### src/rtl/lpht_pkg.sv
package lpht_pkg;

   // field widths
   localparam int unsigned KEY_W  = 32;
   localparam int unsigned HKEY_W = 31;
   localparam int unsigned DATA_W = 32;
   localparam int unsigned SIZE_W = 9;
   localparam int unsigned SLOT_W = 8;
   localparam int unsigned OCC_W  = 9;

   // table_size after reset
   localparam logic [SIZE_W-1:0] TABLE_SIZE_RESET = 9'd256;

   // remainder unit: dividend padded to whole digits, one digit per step
   localparam int unsigned MOD_DIGIT_BITS = 4;
   localparam int unsigned MOD_DIVIDEND_W = 32;
   localparam int unsigned MOD_STEPS      = MOD_DIVIDEND_W / MOD_DIGIT_BITS;
   localparam int unsigned MOD_STEP_W     = $clog2(MOD_STEPS);

   typedef enum logic [1:0] {
      FUNC_INSERT = 2'd0,
      FUNC_SEARCH = 2'd1,
      FUNC_DELETE = 2'd2,
      FUNC_CLEAR  = 2'd3
   } func_type;

   typedef enum logic [1:0] {
      STATUS_OK        = 2'd0,
      STATUS_NOT_FOUND = 2'd1,
      STATUS_FULL      = 2'd2,
      STATUS_DUPLICATE = 2'd3
   } status_type;

   typedef enum logic [2:0] {
      ST_CLEAR,
      ST_IDLE,
      ST_MOD,
      ST_PROBE,
      ST_RESP
   } state_type;

   typedef struct packed {
      func_type            func;
      logic [KEY_W-1:0]    key;
      logic [DATA_W-1:0]   data;
   } req_type;

   typedef struct packed {
      status_type          status;
      logic [KEY_W-1:0]    out_key;
      logic [DATA_W-1:0]   out_data;
      logic [SLOT_W-1:0]   out_slot;
      logic [OCC_W-1:0]    occupancy;
   } rsp_type;

endpackage

### src/rtl/lpht_mod_unit.sv
module lpht_mod_unit (
   input  logic                        clock,
   input  logic                        reset,
   input  logic                        start,
   input  logic [lpht_pkg::HKEY_W-1:0] dividend,
   input  logic [lpht_pkg::SIZE_W-1:0] divisor,
   output logic                        done,
   output logic [lpht_pkg::SIZE_W-1:0] remainder
);
   import lpht_pkg::*;

   logic                      busy_ff, busy_in;
   logic                      done_ff, done_in;
   logic [MOD_STEP_W-1:0]     step_ff, step_in;
   logic [MOD_DIVIDEND_W-1:0] shift_ff, shift_in;
   logic [SIZE_W-1:0]         rem_ff, rem_in;
   logic [SIZE_W-1:0]         div_ff, div_in;
   logic [SIZE_W-1:0]         rem_step;

   // one digit of restoring remainder per cycle
   always_comb begin
      logic [SIZE_W:0]   trial;
      logic [SIZE_W-1:0] part;
      part = rem_ff;
      for (int i = 0; i < MOD_DIGIT_BITS; i++) begin
         trial = {part, shift_ff[MOD_DIVIDEND_W-1-i]};
         if (trial >= {1'b0, div_ff}) begin
            trial = trial - {1'b0, div_ff};
         end
         part = trial[SIZE_W-1:0];
      end
      rem_step = part;
   end

   // step control
   always_comb begin
      busy_in  = busy_ff;
      done_in  = 1'b0;
      step_in  = step_ff;
      shift_in = shift_ff;
      rem_in   = rem_ff;
      div_in   = div_ff;
      if (start) begin
         busy_in  = 1'b1;
         step_in  = '0;
         shift_in = MOD_DIVIDEND_W'(dividend);
         rem_in   = '0;
         div_in   = divisor;
      end else if (busy_ff) begin
         rem_in   = rem_step;
         shift_in = shift_ff << MOD_DIGIT_BITS;
         step_in  = step_ff + 1'b1;
         if (step_ff == MOD_STEP_W'(MOD_STEPS - 1)) begin
            busy_in = 1'b0;
            done_in = 1'b1;
         end
      end
   end

   always_ff @(posedge clock) begin
      if (reset) begin
         busy_ff <= 1'b0;
         done_ff <= 1'b0;
      end else begin
         busy_ff <= busy_in;
         done_ff <= done_in;
      end
   end

   always_ff @(posedge clock) begin
      step_ff  <= step_in;
      shift_ff <= shift_in;
      rem_ff   <= rem_in;
      div_ff   <= div_in;
   end

   assign done      = done_ff;
   assign remainder = rem_ff;

endmodule

### config.mk
export PLATFORM = sky130hd
export DESIGN_NAME = lpht_mod_unit
export DESIGN_NICKNAME = d
export VERILOG_FILES = /design/src/rtl/lpht_pkg.sv /design/src/rtl/lpht_mod_unit.sv
export SDC_FILE = /design/constraint.sdc
export NUM_CORES = 1
export LEC_CHECK = 0
export ABC_AREA = 0
export ABC_CLOCK_PERIOD_IN_PS = 8600
export BUFFER_PORTS_ARGS = -buffer_cell sky130_fd_sc_hd__buf_2
export CAP_MARGIN = 20
export CORE_MARGIN = 2
export CORE_UTILIZATION = 43
export CTS_BUF_LIST = sky130_fd_sc_hd__clkbuf_16
export DETAILED_ROUTE_END_ITERATION = 6
export MAX_ROUTING_LAYER = met4
export SYNTH_ARGS = -nofsm -noshare
export SYNTH_HDL_FRONTEND = slang
export SYNTH_SLANG_ARGS = --single-unit
### constraint.sdc
create_clock -name clock -period 8.6 [get_ports clock]
set_input_delay 0.43 -clock clock [delete_from_list [all_inputs] [get_ports clock]]
set_output_delay 0.43 -clock clock [all_outputs]
set_load 0.01 [all_outputs]
==> results.md <==
- Syn Nets: 464
- CP required: 8810 ps
- Overflow after GRT: 0
- Register-to-register setup slack: 400 ps
- Worst R2R End: remainder[2]$_SDFFE_PP0P_
- Clk sink count: 55
- Root Buffer: clkbuf_16
- DP Worst Slack: 188 ps
- Area grow syn2layout: 16.1%
- Pre-antenna DRT Iters: 4
- Worst-path clk slew: 70 ps
- Fraction of layout cells with a size suffix above 1: between 20 and 30%
- CTS tree: built
- CTS buffer count: 5
- Tightest hold margin: 296 ps
- CP Class: flop to flop
- H-tree levels: 2
- Top cell type's share of synthesized area: approximately 29%
- Min-delay worst type: input pin to flop
- Synthesized instance count: 379
- DRT iter0 DRCs: 90
- DR vias/cell: 5.52
- Max-slew violations: 0
- Largest area contributor in the netlist: edfxtp_1
- Worst R2R Path Depth: 33
- Fin crit share: 95.4%
- Worst hold endpoint: busy_ff$_SDFF_PP0_
- Largest net degree at the start of global routing: 59
- GR Util All Layers: 20.0%
- Warnings, synthesis: 0
- Hold_sp: reset
- Initial Utilization: 44.2%
- Most Frequent Cell on Critical Path: ha_1
- Synth area leaders: edfxtp_1 29%, ha_1 12%, mux2_2 11%
- Final setup skew: 3.20 ps
- Setup crit start kind: flop
- Hold path cells: 2
- Die ar.: 10300 um^2
- Cell row count: 35
- ANT nets after route: 0
- First-pass GRT wire length: 15.3 mm
- Setup_tns: 0 ps
- Number of global-route vias before repair: 3141
- Max-cap violation count: 0
- Later-pin clock latency in the skew report: around 300 ps
- # DRC: 0
- Antenna violations before repair: 0
- Final Cell Area: 4750 um^2
- Cell area after synthesis: 4090 um^2
- CP max FO: 11
- Final setup margin: between 300 and 400 ps
- Hold Fails Final Rpt: 0
- Min Clock Period, post-route: 8200 ps
- Ys async rst share: 0%
- Area of placed instances: between 4000 and 5000 um^2
- Peak Freq: 122 MHz
- Synth Flop Type: edfxtp_1
- Cell variety after synth: 60
- Hpwl dp: around 7.6 mm
- Slowest stage delay, CP: 520 ps
- Seq/Total Area, Yosys: 36.7%
- DIE HEIGHT: 102 um
- Tightest Pin Transition: 857 ps
- R2R Path Start: div_ff[0]$_DFFE_PP_
- CP arrival: 8410 ps
- Slew HR: 42.8%
- Die width: about 100 um
- Setup-failing EPs final: 0
- Syn avg cell area: 10.8 um^2
- CP max stage cell: or4b_1
- Fill cell count: 857
- Routed via count: 3146
- Setup crit end kind: flop
- Core area: 9240 um^2
- Routed wire length: 9.86 mm
- Diodes inserted: 0
- WL/cell: 17.3 um
- Seq cells post-synth: 55
- Status: completed
- Ports: 53
- Placer's final routability congestion estimate: 0.899
- I/O Buffers: 52
- Post-synth EDFFs: 40
- Clock Tree Buf Depth: 2
- Final Net Count: 525
## critical path, delay by kind of cell, from the launching register on
family                   cells  cell delay (ps)
AO/OA/AOI/OAI               14             3010
AND/OR/NAND/NOR              9             1780
adder cells (fa/ha/maj)      5             1740
multiplexers                 3              880
flip-flops                   1              420
buffers and inverters        2              250
## cell type report
| type | count | area, um^2 | share of cell area (%) |
|---|---|---|---|
| Timing Repair Buffer | 64 | 350 | 7.38 |
| Clock buffer | 5 | 125 | 2.64 |
| Inverter | 23 | 86.3 | 1.82 |
| Clock inverter | 3 | 42.5 | 0.896 |
| Tap cell | 129 | 161 | 3.40 |
| Sequential cell | 55 | 1500 | 31.6 |
| Multi-Input combinational cell | 291 | 2480 | 52.2 |
## cell families (layout without fill, tap and decap cells)
kind of cell,after synthesis,after routing,synth area share [%]
DFF,55,55,36.7
adders and majority gates,42,42,13.6
muxes,52,52,14.0
xor gates and xnor gates,26,26,5.57
buffers and inverters,33,95,3.31
AOI/OAI and AO/OA,86,86,15.8
and+or+nand+nor,85,85,11.0
## timing repair
action	4_1_cts	5_1_grt
buffers inserted	0	5
endpoints found under the setup margin	0	9
gates resized for setup	0	6
hold buffers	0	0
## cells in the final DEF, fill, tap and decap left out, drive strengths merged, types with 2 or more instances in the layout
cell type / n
xor2: 12
nor3: 8
nand3b: 2
o21ai: 12
ha: 38
or2: 3
a21boi: 2
a31oi: 4
mux2i: 11
nand2b: 3
nor2: 28
o31ai: 3
dfxtp: 15
a21oi: 20
nand3: 6
a311oi: 2
o2111ai: 2
clkbuf: 5
nand2: 14
xnor2: 14
a21o: 16
fa: 4
o211ai: 2
o22ai: 3
o31a: 2
buf: 64
a211oi: 10
and4: 2
edfxtp: 40
and2: 5
nand4: 4
mux2: 41
nor2b: 4
inv: 25
## through the flow
step	std cells	utilization, %
after global routing	570	51.4
after detailed placement	557	48.8
after global placement	557	48.8
after floorplan	379	-
after CTS	565	50.7
final	570	51.4
## state kept, by name, indices dropped and copies added, names as in the netlist
name	cells
shift_ff	32
div_ff	9
remainder	9
step_ff	3
busy_ff	1
done	1
## synthesized netlist by cell type, types with 3 or more instances
cell type and number:
nor2b_1 4, or2_2 3, clkbuf_1 7, mux2_2 41, a21o_1 16, ha_1 38
edfxtp_1 40, a31oi_1 4, fa_1 4, a211oi_1 8, nor2_1 27, dfxtp_1 15
a21oi_1 17, xor2_1 12, mux2i_1 11, and2_1 5, nand4_1 3, a21oi_2 3
inv_1 23, xnor2_1 14, nor3_1 8, o21ai_0 12, nand2_1 13, nand3_1 6
nand2b_1 3
## per-layer routing
metal,track usage [%],share of wire [%]
met1,23.7,44
met2,32.1,48
met3,4.00,4.1
met4,9.98,4.2
met5,-,0
## worst max path at each step
stage / slack [ps] / start / endpoint / cells after the start
2_1_floorplan: 990 / div_ff[0]$_DFFE_PP_ / remainder[2]$_SDFFE_PP0P_ / 33
3_3_place_gp: 380 / div_ff[1]$_DFFE_PP_ / remainder[2]$_SDFFE_PP0P_ / 31
3_5_place_dp: 190 / div_ff[0]$_DFFE_PP_ / remainder[2]$_SDFFE_PP0P_ / 32
4_1_cts: 100 / div_ff[0]$_DFFE_PP_ / remainder[2]$_SDFFE_PP0P_ / 32
5_1_grt: -7 / div_ff[0]$_DFFE_PP_ / remainder[2]$_SDFFE_PP0P_ / 32
6_report: 400 / div_ff[0]$_DFFE_PP_ / remainder[2]$_SDFFE_PP0P_ / 33
Power is not shown: default switching activity piles up to over one toggle a cycle in this logic, so the estimate is an artifact.
